===== src/sv/assert_macros.svh =====
// Assertion macros used by the top-level RTL file
`ifndef ASSERT_MACROS_SVH
`define ASSERT_MACROS_SVH

// Same-cycle implication, checked out of reset
`define ASSERT_IMPLIES(lbl, clk, rst_n, ante, cons) \
  lbl: assert property (@(posedge clk) disable iff (!rst_n) (ante) |-> (cons)) \
    else $error("%m: same-cycle implication failed");

// Next-cycle implication, checked out of reset
`define ASSERT_NEXT(lbl, clk, rst_n, ante, cons) \
  lbl: assert property (@(posedge clk) disable iff (!rst_n) (ante) |=> (cons)) \
    else $error("%m: next-cycle implication failed");

`endif


===== src/sv/lzmc_pkg.sv =====
// Types and constants for the LZ match copy engine
`timescale 1ns / 1ps
package lzmc_pkg;

  localparam int BYTE_W            = 8;
  localparam int DIST_W            = 12;
  localparam int LEN_W             = 7;
  localparam int DEF_WINDOW_BYTES  = 4096;
  localparam int DEF_MAX_MATCH_LEN = 64;
  localparam int CMD_Q_DEPTH       = 4;

  localparam logic OP_LIT  = 1'b0;
  localparam logic OP_COPY = 1'b1;

  typedef enum logic [1:0] {
    CMD_LIT,
    CMD_COPY,
    CMD_ERR
  } cmd_kind_e;

  typedef struct packed {
    cmd_kind_e           kind;
    logic [BYTE_W-1:0]   lit;
    logic [DIST_W-1:0]   distance;
    logic [LEN_W-1:0]    len;
  } cmd_t;

  typedef enum logic {
    BK_IDLE,
    BK_COPY
  } back_state_e;

  typedef struct packed {
    logic data_vld;
    logic busy;
  } back_status_t;

endpackage


===== src/sv/lzmc_front.sv =====
// Front end: accepts items, checks distance against the fill count, queues commands
`timescale 1ns / 1ps
module lzmc_front import lzmc_pkg::*; #(
  parameter int WINDOW_BYTES  = DEF_WINDOW_BYTES,
  parameter int MAX_MATCH_LEN = DEF_MAX_MATCH_LEN
) (
  input  logic              clk_i,
  input  logic              rst_ni,
  input  logic              in_valid_i,
  output logic              in_stall_o,
  input  logic              op_i,
  input  logic [BYTE_W-1:0] literal_byte_i,
  input  logic [DIST_W-1:0] distance_i,
  input  logic [LEN_W-1:0]  length_i,
  input  logic              q_full_i,
  output logic              q_push_o,
  output cmd_t              q_cmd_o
);

  localparam int FW = $clog2(WINDOW_BYTES + 1);
  localparam int CW = ((FW > DIST_W) ? FW : DIST_W) + 1;

  logic [FW-1:0]    filled_q, filled_d;
  logic             accept;
  logic             dist_bad;
  logic [LEN_W-1:0] len_sat;
  logic [CW-1:0]    add_amt;
  logic [CW-1:0]    fill_sum;

  assign in_stall_o = q_full_i;
  assign accept     = in_valid_i && !q_full_i;

  always_comb begin
    len_sat = (length_i > LEN_W'(MAX_MATCH_LEN)) ? LEN_W'(MAX_MATCH_LEN) : length_i;
    dist_bad = (distance_i == '0) || (CW'(distance_i) > CW'(filled_q));

    if (op_i == OP_LIT) begin
      add_amt = CW'(1);
    end else if (dist_bad) begin
      add_amt = '0;
    end else begin
      add_amt = CW'(len_sat);
    end
    fill_sum = CW'(filled_q) + add_amt;
    filled_d = (fill_sum >= CW'(WINDOW_BYTES)) ? FW'(WINDOW_BYTES) : fill_sum[FW-1:0];

    q_cmd_o.lit      = literal_byte_i;
    q_cmd_o.distance = distance_i;
    q_cmd_o.len      = len_sat;
    if (op_i == OP_LIT) begin
      q_cmd_o.kind = CMD_LIT;
    end else if (dist_bad) begin
      q_cmd_o.kind = CMD_ERR;
    end else begin
      q_cmd_o.kind = CMD_COPY;
    end

    // drop a valid copy of zero length: it yields nothing
    q_push_o = accept && !((op_i == OP_COPY) && !dist_bad && (len_sat == '0));
  end

  always_ff @(posedge clk_i or negedge rst_ni) begin
    if (!rst_ni) begin
      filled_q <= '0;
    end else if (accept) begin
      filled_q <= filled_d;
    end
  end

endmodule


===== config.mk =====
export PLATFORM = sky130hd
export DESIGN_NAME = lzmc_front
export DESIGN_NICKNAME = d
export VERILOG_FILES = /design/src/sv/assert_macros.svh /design/src/sv/lzmc_pkg.sv /design/src/sv/lzmc_front.sv
export SDC_FILE = /design/constraint.sdc
export NUM_CORES = 1
export LEC_CHECK = 0
export BUFFER_PORTS_ARGS = -buffer_cell sky130_fd_sc_hd__buf_2
export CAP_MARGIN = 20
export CORE_ASPECT_RATIO = 1.75
export CORE_MARGIN = 1.5
export CORE_UTILIZATION = 38
export CTS_CLUSTER_DIAMETER = 120
export DETAILED_ROUTE_END_ITERATION = 10
export PLACE_DENSITY = 0.78
export SLEW_MARGIN = 20
export SYNTH_ARGS = -nofsm -noshare
export SYNTH_HDL_FRONTEND = slang
export SYNTH_SLANG_ARGS = --single-unit

===== constraint.sdc =====
create_clock -name clk_i -period 3.9 [get_ports clk_i]
set_input_delay 0.78 -clock clk_i [delete_from_list [all_inputs] [get_ports clk_i]]
set_output_delay 0.78 -clock clk_i [all_outputs]
set_load 0.01 [all_outputs]

Word level (Yosys, flattened, before mapping). Index checks and enable logic that the tools add are counted. Widths: inputs -> output; s select.

Add/subtract/negate cells: 1. Order comparisons: 3. Muxes and demuxes: 6. Reduce and logical (&&, ||, !) cells: 10.

Operator list (number): $add 13x14->14 (1); $ge 14x13->1 const B (1); $mux 14 (1); $mux 7 (2); $gt 12x13->1 (1); $mux 13 (1); $logic_not 12->1 (1); $gt 7x7->1 const B (1); $logic_not 7->1 (1); $logic_and 1x1->1 (4); $mux 2 (2); $logic_not 1->1 (3); $logic_or 1x1->1 (1).

Flip-flop bits (word level): 13. Output and inout port bits: 31.

Logic depth before layout (Yosys ltp).
Depth after elaboration: 7. Depth in mapped cells: 16. Mapped depth without buffers: 16.

Least setup slack after synthesis. OpenSTA, ideal clock, no wires.

Path type: input-to-reg. From: in distance_i[6]. To: reg filled_q[5]. Library setup time: 121 ps. Arrival time: 3948 ps. Required time: 3779 ps. Setup slack: -169 ps. Stages on the path: 14. Buffers on the path: 0. Cell sequence: ha_1 > and4_1 > a21oi_1 > a21boi_0 > o31ai_1 > nand3_1 > nor3b_1 > fa_1 > a211oi_1 > o21a_1 > nor3b_4 > mux2i_2 > nor2_1 > a22o_1.

Word-level cells in the longest chain between the ends: 7. Elaborated cells between the ends (all ways): 8. Those cells by class: add/sub (1); order compare (2); mux (3); reduce/logical (2).

RTL lines: start: declaration (RTL line lzmc_front.sv:13) `input logic [DIST_W-1:0] distance_i,`; $gt 12x13->1 / $logic_not 12->1 (equally long branches) (RTL line lzmc_front.sv:35) `dist_bad = (distance_i == '0) || (CW'(distance_i) > CW'(filled_q));`; $logic_or 1x1->1 * (RTL line lzmc_front.sv:35); $mux 7 * (RTL line lzmc_front.sv:39) `end else if (dist_bad) begin`; $mux 14 * (RTL line lzmc_front.sv:37) `if (op_i == OP_LIT) begin`; $add 13x14->14 * (RTL line lzmc_front.sv:44) `fill_sum = CW'(filled_q) + add_amt;`; $ge 14x13->1 (RTL line lzmc_front.sv:45) `filled_d = (fill_sum >= CW'(WINDOW_BYTES)) ? FW'(WINDOW_BYTES) : fill_sum[FW-1:0];`; $mux 13 * (RTL line lzmc_front.sv:45); end signal: assignment (RTL line lzmc_front.sv:66) `filled_q <= filled_d;`; end: declaration (RTL line lzmc_front.sv:23) `logic [FW-1:0] filled_q, filled_d;`.

Mark *: on every way between the ends. The rest lies on a longest branch, timed or not. A chain may end at the register's enable or synchronous reset.

Worst setup path after layout.
From: in distance_i[6]. To: reg filled_q[6].

Same word-level chain as after synthesis.

==> out/metrics.csv <==
stage,metric,value,unit
logic_synthesis,dominant cells by area after synthesis,"dfrtp_1 (21%), ha_1 (15%), buf_4 (10%)",
clock_network,H-Tree Level Count,1,
die,die area,0.00448,sq mm
die,IO Pins,63,
worst_setup_path,Worst setup EP type,flip-flop,
layout,"non-filler cells, final",295,
global_routing,initial antenna violation count,0,
route,DRC,0,
place,placed cell count,287,
place,Routability Congestion,0.924,
die,DIE WIDTH,51.2,um
route,Final ANT Viol Nets,0,
timing,min Tclk post-route,3.81,ns
place,DP HPWL,3.49,mm
logic_synthesis,Post-synth ARST share,100,%
route,DR vias/cell,5.45,
logic_synthesis,Post-synth EDFFs,0,
route,via count,1608,
logic_synthesis,Synthesized Nets,241,
pwr,Leak,1.04,nW
route,final wirelength,4.65,mm
worst_setup_path,worst reg2reg setup slack,0.15,ns
global_routing,vias in the first global route,1623,
layout,Area Overhead vs Synth,44.3,%
layout,layout cells sized above 1,49.4,%
timing,Rel. slew slack,66.0,%
logic_synthesis,cell with the most instances after synthesis,buf_4,
worst_setup_path,worst r2r src,filled_q[1],
worst_setup_path,"Req. time, crit path",4.04,ns
logic_synthesis,top_reg_cell synth,dfrtp_1,
logic_synthesis,Mapped Area,0.00155,sq mm
logic_synthesis,Yosys top cell by area,dfrtp_1,
global_routing,pin count of the biggest net entering global routing,15,
worst_setup_path,R2R cell count,16,
logic_synthesis,Yosys top cell area share,21.0,%
worst_setup_path,WP data arrival,3.94,ns
pwr,power per cell area,468,mW/mm^2
timing,final hold violation count,0,
logic_synthesis,Synth Register Bits,13,
layout,# fillers,340,
logic_synthesis,synth unique cells,43,
clock_network,later-pin clock latency in the skew report,0.25,ns
layout,Ant. Diodes,0,
timing,Max Fclk,263,MHz
die,Die Ht,87.4,um
place,I/O Buffers,46,
layout,end-of-flow core utilization,57.1,%
timing,Final Worst Setup Slack,0.0929,ns
layout,Largest regs,filled_q x13,
route,routed len/inst,15.8,um
worst_hold_path,HP Class,input pin to asynchronous set/reset pin,
worst_setup_path,Crit Path Category,input pin to flip-flop,
logic_synthesis,post-synthesis sequential area ratio,21.0,%
worst_setup_path,Crit Reg-Reg Endpoint,filled_q[6],
worst_setup_path,crit path launch type,input pin,
clock_network,hold buffers post-CTS,0,
route,drt pass-1 iters,4,
timing,endpoints failing setup,0,
clock_network,"Clk pin slew, worst setup/hold paths",0.06,ns
layout,register bank with the most flops,filled_q,
timing,pin slew with the least headroom to its limit,0.510,ns
global_routing,Total GRT Usage,19.9,%
global_routing,global-route wire length before repair,6.89,mm
timing,Fin Hold WS,0.413,ns
job,max-cap violations,0,
die,Placeable Area,0.00390,sq mm
logic_synthesis,most common library cells after synthesis,"buf_4 (21), ha_1 (19), inv_1 (17)",
timing,Final period util,97.6,%
layout,Final Net Count,300,
logic_synthesis,Syn Area/Cell,8.18,sq um
layout,max reg flops,13,
worst_setup_path,crit path max fanout,6,
timing,Worst Skew,0.00575,ns
status,status,finished clean,
pwr,VDD IR max,0.230,mV
route,Initial DRC Count,54,
die,# rows,30,
logic_synthesis,Syn. warnings,0,
clock_network,clk buf depth,2,
clock_network,TritonCTS clock tree,yes,
die,Initial Util,39.6,%
place,Place WS,-0.422,ns
timing,Slew Limit Fails,0,
clock_network,total CTS buffers,3,
logic_synthesis,Mapped Cells,189,
clock_network,CTS sink cnt,13,
clock_network,Root Buffer,clkbuf_8,
global_routing,total gr overflow,0,
-- metal layers --
metal | track usage, % | part of all wire, % | up-vias
met3 | 1.72 | 2.3 | 18
met5 | 0 | 0 | -
met1 | 18.4 | 35 | 770
met2 | 40.7 | 58 | 38
met4 | 10.0 | 4.7 | 0
li1 | - | - | 782
-- kinds of logic after synthesis --
family | share of synthesized area, %
mux | 0.890
flops | 21.0
compound gates | 23.4
xor+xnor | 2.27
buf+inv | 15.3
simple gates | 20.5
fa+ha+maj | 16.7
-- placed cells by master, fill, tap and decap left out, types with 6 or more instances in the layout --
cell	count
nor2_1	6
nor2b_1	6
buf_4	32
buf_2	43
ha_1	8
dfrtp_1	13
nand2_1	9
a21oi_1	11
o21ai_0	7
ha_4	8
inv_1	17
-- per-stage QoR --
stage          instance area (sq um)  power [mW]  TNS, ns
2_1_floorplan                   1570       0.573        0
3_3_place_gp                    1900       0.758    -2.06
3_5_place_dp                    1900       0.775    -3.75
4_1_cts                         1990       0.926        0
5_1_grt                         2230        1.12   -0.757
6_report                        2230        1.04        0
-- worst max-delay path: stages --
cell and delay (ns):
buf_2 0.12, ha_4 0.24, and3_1 0.18, o21ai_1 0.20
a21boi_2 0.10, o31ai_4 0.21, buf_6 0.15, nand3_4 0.12
nor3b_1 0.29, ha_2 0.27, o21ai_1 0.10, o21a_1 0.23
nor3b_4 0.29, mux2i_4 0.36, nor2_2 0.08, a22o_1 0.21
-- timing repair --
action / in CTS / in global routing
pin swaps: 4 / 23
resized for setup: 7 / 44
setup buffers: 2 / 2
setup endpoints to repair: 10 / 13
-- layout make-up --
cell class,count,area [sq um],area share (%)
multi-input cells,134,1230,55.4
repair buffers,79,500,22.4
flip-flops and latches,13,325,14.6
inverters,17,63.8,2.86
well taps,48,60.1,2.69
clock buffers,3,41.3,1.85
clock inverters,1,5.00,0.224
-- worst max-delay path by stage --
stage,endpoint,slack (ns),start,cells past startpoint
after detailed placement,filled_q[5],-0.42,distance_i[6],16
after global placement,filled_q[5],-0.30,distance_i[6],16
after floorplan,filled_q[5],0.02,distance_i[6],14
final,filled_q[6],0.09,distance_i[6],16
after CTS,filled_q[5],0.003,distance_i[6],17
after global routing,filled_q[6],-0.13,distance_i[6],16
-- report_power, final --
part	switching (mW)	total [mW]	internal, mW
Sequential	0.0512	0.236	0.185
Clock	0.0509	0.122	0.0707
Combinational	0.356	0.687	0.331
Total	0.458	1.04	0.587
No activity file was read; power rests on OpenSTA's default activity.
