### config.mk
export PLATFORM = sky130hd
export DESIGN_NAME = lzmc_cmd_queue
export DESIGN_NICKNAME = d
export VERILOG_FILES = /design/src/sv/assert_macros.svh /design/src/sv/lzmc_pkg.sv /design/src/sv/lzmc_cmd_queue.sv
export SDC_FILE = /design/constraint.sdc
export NUM_CORES = 1
export LEC_CHECK = 0
export BUFFER_PORTS_ARGS = -buffer_cell sky130_fd_sc_hd__buf_2
export CORE_MARGIN = 2
export CORE_UTILIZATION = 45
export CTS_BUF_LIST = sky130_fd_sc_hd__clkbuf_2
export CTS_CLUSTER_DIAMETER = 150
export CTS_CLUSTER_SIZE = 30
export DETAILED_ROUTE_END_ITERATION = 8
export GPL_TIMING_DRIVEN = 0
export RECOVER_POWER = 100
export SETUP_SLACK_MARGIN = 0.4
export SYNTH_ARGS = -nofsm -noshare
export SYNTH_HDL_FRONTEND = slang
export SYNTH_SLANG_ARGS = --single-unit
### constraint.sdc
create_clock -name clk_i -period 5.35 [get_ports clk_i]
set_input_delay 1.07 -clock clk_i [delete_from_list [all_inputs] [get_ports clk_i]]
set_output_delay 1.07 -clock clk_i [all_outputs]
set_load 0.1 [all_outputs]
### src/sv/assert_macros.svh
// Assertion macros used by the top-level RTL file
`ifndef ASSERT_MACROS_SVH
`define ASSERT_MACROS_SVH

// Same-cycle implication, checked out of reset
`define ASSERT_IMPLIES(lbl, clk, rst_n, ante, cons) \
  lbl: assert property (@(posedge clk) disable iff (!rst_n) (ante) |-> (cons)) \
    else $error("%m: same-cycle implication failed");

// Next-cycle implication, checked out of reset
`define ASSERT_NEXT(lbl, clk, rst_n, ante, cons) \
  lbl: assert property (@(posedge clk) disable iff (!rst_n) (ante) |=> (cons)) \
    else $error("%m: next-cycle implication failed");

`endif

### src/sv/lzmc_pkg.sv
// Types and constants for the LZ match copy engine
`timescale 1ns / 1ps
package lzmc_pkg;

  localparam int BYTE_W            = 8;
  localparam int DIST_W            = 12;
  localparam int LEN_W             = 7;
  localparam int DEF_WINDOW_BYTES  = 4096;
  localparam int DEF_MAX_MATCH_LEN = 64;
  localparam int CMD_Q_DEPTH       = 4;

  localparam logic OP_LIT  = 1'b0;
  localparam logic OP_COPY = 1'b1;

  typedef enum logic [1:0] {
    CMD_LIT,
    CMD_COPY,
    CMD_ERR
  } cmd_kind_e;

  typedef struct packed {
    cmd_kind_e           kind;
    logic [BYTE_W-1:0]   lit;
    logic [DIST_W-1:0]   distance;
    logic [LEN_W-1:0]    len;
  } cmd_t;

  typedef enum logic {
    BK_IDLE,
    BK_COPY
  } back_state_e;

  typedef struct packed {
    logic data_vld;
    logic busy;
  } back_status_t;

endpackage

### src/sv/lzmc_cmd_queue.sv
// Short command queue between the front end and the copy engine
`timescale 1ns / 1ps
module lzmc_cmd_queue import lzmc_pkg::*; (
  input  logic clk_i,
  input  logic rst_ni,
  input  logic push_i,
  input  cmd_t cmd_i,
  input  logic pop_i,
  output cmd_t cmd_o,
  output logic full_o,
  output logic empty_o
);

  localparam int PW = $clog2(CMD_Q_DEPTH);
  localparam int NW = $clog2(CMD_Q_DEPTH + 1);

  cmd_t          slot_q [CMD_Q_DEPTH];
  logic [PW-1:0] wr_ptr_q, wr_ptr_d;
  logic [PW-1:0] rd_ptr_q, rd_ptr_d;
  logic [NW-1:0] count_q, count_d;
  logic          do_push, do_pop;

  assign full_o  = (count_q == NW'(CMD_Q_DEPTH));
  assign empty_o = (count_q == '0);
  assign cmd_o   = slot_q[rd_ptr_q];
  assign do_push = push_i && !full_o;
  assign do_pop  = pop_i && !empty_o;

  always_comb begin
    wr_ptr_d = do_push ? ((wr_ptr_q == PW'(CMD_Q_DEPTH - 1)) ? '0 : wr_ptr_q + 1'b1)
                       : wr_ptr_q;
    rd_ptr_d = do_pop ? ((rd_ptr_q == PW'(CMD_Q_DEPTH - 1)) ? '0 : rd_ptr_q + 1'b1)
                      : rd_ptr_q;
    count_d = count_q;
    if (do_push && !do_pop) begin
      count_d = count_q + 1'b1;
    end else if (do_pop && !do_push) begin
      count_d = count_q - 1'b1;
    end
  end

  always_ff @(posedge clk_i or negedge rst_ni) begin
    if (!rst_ni) begin
      wr_ptr_q <= '0;
      rd_ptr_q <= '0;
      count_q  <= '0;
    end else begin
      wr_ptr_q <= wr_ptr_d;
      rd_ptr_q <= rd_ptr_d;
      count_q  <= count_d;
    end
  end

  always_ff @(posedge clk_i) begin
    if (do_push) begin
      slot_q[wr_ptr_q] <= cmd_i;
    end
  end

endmodule

# After elaboration in Yosys (flattened, before gate mapping)

Memory sizes are Yosys's and may differ from the RTL's.
Index checks and enable logic that the tools add are counted.

Add/subtract/negate cells: 4
Equality and inequality tests: 3
Mux-type cells: 6
Reduce and logical (&&, ||, !) cells: 10

Operator list:

| operator                                         | count |
|---|---|
| two-way mux 3 bit                                | 2 |
| adder 2 x 1 -> 2 bit, second input constant      | 2 |
| == test 2 bit, second input constant             | 2 |
| logical AND 1 bit                                | 4 |
| zero test 1 bit                                  | 4 |
| two-way mux 2 bit                                | 2 |
| adder 3 x 1 -> 3 bit, second input constant      | 1 |
| == test 3 bit, second input constant             | 1 |
| zero test 3 bit                                  | 1 |
| subtractor 3 x 1 -> 3 bit, second input constant | 1 |
| two-way mux 1 bit                                | 2 |
| nonzero test 2 bit                               | 1 |

Bits in registers: 7
RAM bits: 116
Input bits: 33
Output and inout bits: 31
Logic and storage cells: 27
Memories: 1

Memory list:

| name   | words | width | rd ports | clocked after Yosys merged registers in | write ports | RTL line             | source |
|---|---|---|---|---|---|---|---|
| slot_q | 4     | 29    | 1        | 0                                       | 1           | lzmc_cmd_queue.sv:17 | `cmd_t slot_q [CMD_Q_DEPTH];` |

# Longest topological paths before layout

Gate-level depths: netlist (run 1).

Depth after elaboration: 7
Mapped depth: 8
Depth with buffers taken out: 8

# Least setup slack after synthesis (run 1)

OpenSTA, ideal clock, no wires.

Path kind: reg2out
Start point: register count_q[0]
End point: output empty_o
Data arrival time: 2.561 ns
Required time: 4.280 ns
Slack: 1.719 ns
Cell stages (with the launch flop): 2
Buffers on the path: 0
Path through: dfrtp_1 > nor3_1

Cells in the longest elaborated chain, start to end: 1

Ends and longest elaborated chain:

| what                   | RTL line             | source |
|---|---|---|
| from (decl)            | lzmc_cmd_queue.sv:20 | `logic [NW-1:0] count_q, count_d;` |
| from (signal assigned) | lzmc_cmd_queue.sv:50 | `count_q <= count_d;` |
| zero test 3 bit        | lzmc_cmd_queue.sv:24 | `assign empty_o = (count_q == '0);` |
| to (decl)              | lzmc_cmd_queue.sv:11 | `output logic empty_o` |

Every way passes these cells.

==> out/results.txt, run 1 <==
Result of the run - complete, but fails checks
Violations in the final reports - max-capacitance violations, max-slew violations
Post-synth top area cell - sky130_fd_sc_hd__edfxtp_1
Post-synthesis cell count - 188
Final number of max-transition violations - 90
Time the worst path needs with I/O delays and setup - 4.09 ns
Total clock buffers created by CTS - 17
Number of vias in the routed layout - 2087
Antenna fix cells - 0
Met1 wire length - 3380 um
Max_cap viols - 3
Max FO, Critical Path - 10
Number of buffers between clock root and the deepest sink - 2
Total half-perimeter wirelength after legalization and detailed placement - 4530 um
Kind of launch point of the worst setup path - register
Layout overhead on the synthesized area - 13.5%
Total congestion overflow - 0
Placeable core region - 10100 um^2
Clock skew after layout - 0.0332 ns
Fin crit share - 0.764
Synthesized net count - 228
Share of post-route cells with drive strength above 1 - 0.236
Global-route wire length before repair - 11900 um
Number of warnings reported in the yosys synthesis log - 0
Worst min path class - in2async
Capture point of the worst reg-to-reg path - slot_q[1][18]
Final Net Count - 311
Total met2 wirelength after detailed routing - 3610 um
Launch instance of the worst register-to-register path - count_q[2]
Highest Clock Rate - 0.245 GHz
Number of standard cells in the layout, taps in and fillers out - 420
Share of synthesized area occupied by flip-flops and latches - 0.790
Register-to-register setup slack - 2.19 ns
Starting Density - 0.456
Maximum number of pins on one net before global-route repair - 30
Area share of the leading cell type in the synthesized netlist - 0.753
Final core area utilization - 0.518
Full die area - 11100 um^2
Count of pins on the block boundary - 64
Root buffer selected by CTS - sky130_fd_sc_hd__clkbuf_2
Slew at the pin with the worst max-slew slack - 2.20 ns
Number of cells upsized or downsized after cts - 0
Cell depth of the worst flop-to-flop path - 3
Port buffer count - 63
Met3 wire length - 357 um
Antenna violations before repair - 0
FF+latch count, synth - 123
Iteration count of the initial detailed-routing pass - 4
RD Place Congestion - 0.649
Remaining routing DRC violations - 0
Number of instances in the placed design - 388
Overall routing resource usage - 0.149
Site row count - 37
Max-slew headroom - -0.470
# H-tree levels - 4
Final Hold Fails - 0
Setup Total Neg Slack - 0 ns
Critical path capture point type - output port
Clock-pin slew on the worst setup and hold paths - 0.16 ns
Cell area after synthesis - 4630 um^2
Synth top area cells - sky130_fd_sc_hd__edfxtp_1, sky130_fd_sc_hd__mux4_2, sky130_fd_sc_hd__dfrtp_1, sky130_fd_sc_hd__ha_1, sky130_fd_sc_hd__mux2_4
Sum of routed wire length over all layers - 7460 um
Count of cell types in the netlist - 21
Clock latency reported for the late side of the worst-skew pair - 0.65 ns
Setup repair bufs after CTS - 0
Drt via density - 4.97
CP Class - reg2out
Total of endpoints with negative setup slack in the final report - 0
Mean instance size in the synthesized netlist - 24.6 um^2
WL/cell - 17.8 um
Number of buffers inserted for hold repair after clock tree synthesis - 0
Top routing layer used - met4
Vertical die dimension - 105 um
Arrival time worst endpoint - 3.02 ns
RSZ-0062 raised after global routing - false
Die width - 105 um
CTS Sinks - 123
Post-DRT Antenna Nets - 0
Number of global-route vias before repair - 2204
CTS tree - built
Crit path required time - 4.28 ns
Drt first-iter violations - 69
## sequential cells by signal (all words and copies together), names as in the netlist
register  flops
rd_ptr_q      2
slot_q      116
wr_ptr_q      2
count_q       3
## worst max-delay path, cell delays in order (launching register included)
cell and delay [ns]:
sky130_fd_sc_hd__dfrtp_1 0.47, sky130_fd_sc_hd__clkbuf_1 0.67, sky130_fd_sc_hd__mux4_2 0.36, sky130_fd_sc_hd__clkbuf_1 0.89
## placed cells by master (no fill, tap or decap), types with 2 or more instances in the layout
cell type / synthesis / layout
sky130_fd_sc_hd__xor2_1: 2 / 2
sky130_fd_sc_hd__edfxtp_1: 116 / 116
sky130_fd_sc_hd__clkinv_1: 0 / 2
sky130_fd_sc_hd__mux2_4: 2 / 2
sky130_fd_sc_hd__buf_4: 3 / 2
sky130_fd_sc_hd__dfrtp_1: 7 / 7
sky130_fd_sc_hd__clkbuf_1: 2 / 64
sky130_fd_sc_hd__bufinv_16: 0 / 3
sky130_fd_sc_hd__mux2_1: 2 / 2
sky130_fd_sc_hd__nor2_1: 3 / 3
sky130_fd_sc_hd__inv_1: 3 / 3
sky130_fd_sc_hd__mux4_2: 29 / 29
sky130_fd_sc_hd__nor3_1: 2 / 2
sky130_fd_sc_hd__and2_0: 0 / 3
sky130_fd_sc_hd__clkbuf_2: 0 / 23
sky130_fd_sc_hd__clkinv_2: 0 / 2
sky130_fd_sc_hd__ha_1: 6 / 6
sky130_fd_sc_hd__buf_2: 1 / 4
## metrics by stage
| step | hold WS (ns) | setup slack, ns | cell area, um^2 |
|---|---|---|---|
| final | 0.322 | 1.26 | 5250 |
| after global routing | 0.225 | 0.930 | 5250 |
| after CTS | 0.164 | 1.82 | 5390 |
| after detailed placement | 0.536 | 2.58 | 5150 |
| after global placement | 0.529 | 1.43 | 5110 |
| after floorplan | 0.501 | 1.72 | 4630 |
## worst max-delay path by stage
| stage | end | start |
|---|---|---|
| finish | cmd_o[20] | rd_ptr_q[0] |
| global route | cmd_o[24] | rd_ptr_q[0] |
| CTS | cmd_o[4] | rd_ptr_q[1] |
| detailed placement | cmd_o[4] | rd_ptr_q[1] |
| global placement | slot_q[3][27] | push_i |
| floorplan | empty_o | count_q[0] |
## cells by family after synthesis
logic type      after synthesis  synth area share
fa+ha+maj                     7            0.0205
mux                          33             0.152
xor+xnor                      3           0.00568
simple gates                 11            0.0165
buf+inv                       9            0.0100
flops                       123             0.790
compound gates                2           0.00433
## area by class of cell
cell class                      instances  area [um^2]
Clock buffer                           23          115
Inverter                                3         11.3
Multi-Input combinational cell         56          900
Clock inverter                          9          124
Buffer                                  6         31.3
Timing Repair Buffer                   64          244
Sequential cell                       123         3660
Tap cell                              136          170
Fill cell                             858         4880
## metal layers
metal	vias up	global-route usage
li1	958	-
met1	1063	0.197
met2	54	0.221
met3	12	0.0594
met4	0	0.0629
met5	-	0
## synth_stat cells (all sizes together)
cell	n
mux4	29
a21o	1
nand2	1
inv	3
nor2b	1
xnor2	1
nor2	3
dfrtp	7
nor3b	1
ha	6
fa	1
xor2	2
edfxtp	116
buf	4
mux2	4
o31ai	1
clkbuf	2
nor3	2
and2	3
Power of run 1 is not shown: default switching activity piles up to over one toggle a cycle in this logic, so the estimate is an artifact.
==> inputs of run 2 (changes only) <==
--- a/config.mk
+++ b/config.mk
@@ -13,6 +13,7 @@
 export CTS_CLUSTER_SIZE = 30
 export DETAILED_ROUTE_END_ITERATION = 8
 export GPL_TIMING_DRIVEN = 0
+export PLACE_DENSITY = 0.67
 export RECOVER_POWER = 100
 export SETUP_SLACK_MARGIN = 0.4
 export SYNTH_ARGS = -nofsm -noshare
==> constraint.sdc (replaced) <==
create_clock -name clk_i -period 3.48 [get_ports clk_i]
set_input_delay 0.696 -clock clk_i [delete_from_list [all_inputs] [get_ports clk_i]]
set_output_delay 0.696 -clock clk_i [all_outputs]
set_load 0.1 [all_outputs]
==> out/results.txt, run 2 (synthesis gave the netlist of run 1 again) <==
Slew at the pin with the worst max-slew slack - 1.57 ns (-0.635 ns)
Drt first-iter violations - 102 (+48%)
Site row count - 37 (unchanged)
Iteration count of the initial detailed-routing pass - 4 (unchanged)
Remaining routing DRC violations - 0 (unchanged)
Worst-path cell chain - clkbuf_2 -> mux4_2 -> buf_2
WL/cell - 18.3 um (+2.9%)
Biggest regs - slot_q (116), count_q (3)
RSZ-0062 raised after global routing - true
Final Net Count - 312 (+0.32%)
Drt via density - 5.03 (+1.3%)
Number of vias in the routed layout - 2114 (+1.3%)
Layout overhead on the synthesized area - 15.0%
Share of post-route cells with drive strength above 1 - 0.352 (+0.116)
Fin crit share - 0.879
Starting Density - 0.456 (unchanged)
Global-route wire length before repair - 11800 um (-0.98%)
Maximum number of pins on one net before global-route repair - 30 (unchanged)
Vertical die dimension - 105 um (unchanged)
Crit path buffers/inverters - 2 (unchanged)
Arrival time worst endpoint - 2.36 ns (-0.66 ns)
Most flops, register - slot_q
Antenna fix cells - 0 (unchanged)
Max_cap viols - 3 (unchanged)
Crit path required time - 2.78 ns (-1.50 ns)
Cell depth of the worst flop-to-flop path - 4 (+1)
Antenna violations before repair - 0 (unchanged)
Max reg flops - 116 (unchanged)
Clock skew after layout - 0.0318 ns (-0.00145 ns)
CP Class - reg2out
Total clock buffers created by CTS - 17 (unchanged)
Time the worst path needs with I/O delays and setup - 3.06 ns
Gate family responsible for the most delay along the worst path - buffers and inverters
Total half-perimeter wirelength after legalization and detailed placement - 4660 um (+2.9%)
CTS tree - built
Placeable core region - 10100 um^2 (unchanged)
Highest Clock Rate - 0.327 GHz
Total congestion overflow - 0 (unchanged)
Full die area - 11100 um^2 (unchanged)
# H-tree levels - 4 (unchanged)
Die width - 105 um (unchanged)
Max-slew headroom - -0.0455 (+0.424)
Number of instances on the worst hold path - 1
Number of global-route vias before repair - 2286 (+3.7%)
Total of endpoints with negative setup slack in the final report - 0 (unchanged)
Stage delay of the slowest cell on the critical path - 0.56 ns (-0.33 ns)
CP Depth - 3 (unchanged)
Result of the run - complete, but fails checks
Root buffer selected by CTS - sky130_fd_sc_hd__clkbuf_2
Clock latency reported for the late side of the worst-skew pair - 0.64 ns (about the same)
Final Hold Fails - 0 (unchanged)
Setup Total Neg Slack - 0 ns (unchanged)
Sum of routed wire length over all layers - 7680 um (+2.9%)
Most frequent cells in the layout - sky130_fd_sc_hd__edfxtp_1, sky130_fd_sc_hd__clkbuf_1, sky130_fd_sc_hd__buf_2
Final number of max-transition violations - 89 (-1.1%)
Most common library cell in the layout ignoring fill and taps - sky130_fd_sc_hd__edfxtp_1
CTS Sinks - 123 (unchanged)
Setup repair bufs after CTS - 0 (unchanged)
Kind of launch point of the worst setup path - register
Overall routing resource usage - 0.150 (+0.000802)
Count of pins on the block boundary - 64 (unchanged)
Critical path's slowest cell - sky130_fd_sc_hd__mux4_2
Port buffer count - 63 (unchanged)
Max FO, Critical Path - 10 (unchanged)
Post-DRT Antenna Nets - 0 (unchanged)
Worst min path class - in2reg
RD Place Congestion - 0.626 (-3.5%)
Violations in the final reports - max-capacitance violations, max-slew violations
Critical path capture point type - output port
Number of buffers between clock root and the deepest sink - 2 (unchanged)
Clock-pin slew on the worst setup and hold paths - 0.20 ns (+0.04 ns)
[run 2: cell count changes in the layout (fill, tap and decap cells not counted), sizes merged]
cell / previous run / this run
clkbuf: 87 / 56
buf: 6 / 31
clkinv: 5 / 7
inv: 3 / 5
clkinvlp: 1 / 2
dlygate4sd3: 0 / 1
[run 2: timing repair]
item | CTS | global route
setup endpoints to repair | 19 | 13
hold buffers | 1 | 0
gates resized for setup | 2 | 0
endpoints found under the hold margin | 7 | 0
[run 2: area by class of cell]
class,count,area [um^2]
Fill cell,841,4820
Sequential cell,123,3660
Multi-Input combinational cell,56,905
Timing Repair Buffer,65,290
Clock inverter,14,171
Tap cell,136,170
Clock buffer,17,85.1
Buffer,6,30.0
Inverter,3,11.3
[run 2: worst paths after layout]
check / startpoint / endpoint / slack (ns)
min in group asynchronous: rst_ni / wr_ptr_q[1] / 0.46
hold reg to reg: count_q[2] / count_q[2] / 0.55
max in group asynchronous: rst_ni / rd_ptr_q[0] / 2.68
setup / recovery: rd_ptr_q[0] / cmd_o[13] / 0.42
hold / removal: cmd_i[3] / slot_q[1][3] / 0.29
setup reg to reg: wr_ptr_q[0] / slot_q[3][21] / 0.62
[run 2: through the flow]
| stage | instances | utilization | worst slack [ns] | hold WS, ns | cell area (um^2) |
|---|---|---|---|---|---|
| CTS | 420 | 0.534 | 0.481 | 0.188 | 5420 |
| detailed placement | 388 | 0.508 | 1.08 | 0.546 | 5150 |
| global route | 420 | 0.525 | 0.191 | 0.196 | 5320 |
| finish | 420 | 0.525 | 0.420 | 0.294 | 5320 |
| floorplan | 188 | - | 0.827 | 0.400 | 4630 |
| global placement | 387 | 0.505 | 0.0160 | 0.536 | 5120 |
[run 2: worst register-to-register path: stages (launching register included)]
cell and delay, ns:
sky130_fd_sc_hd__dfrtp_1 0.47, sky130_fd_sc_hd__ha_1 0.21, sky130_fd_sc_hd__nand2_1 0.06, sky130_fd_sc_hd__nor2_1 0.67, sky130_fd_sc_hd__clkbuf_1 1.07
[run 2: routing by layer]
metal | vias up | GRT usage | share of wire
met1 | 1084 | 0.178 | 0.42
met4 | 0 | 0.0610 | 0.012
li1 | 964 | - | -
met5 | - | 0 | 0
met2 | 55 | 0.250 | 0.52
met3 | 11 | 0.0526 | 0.044
Power of run 2 is left out for the same reason.
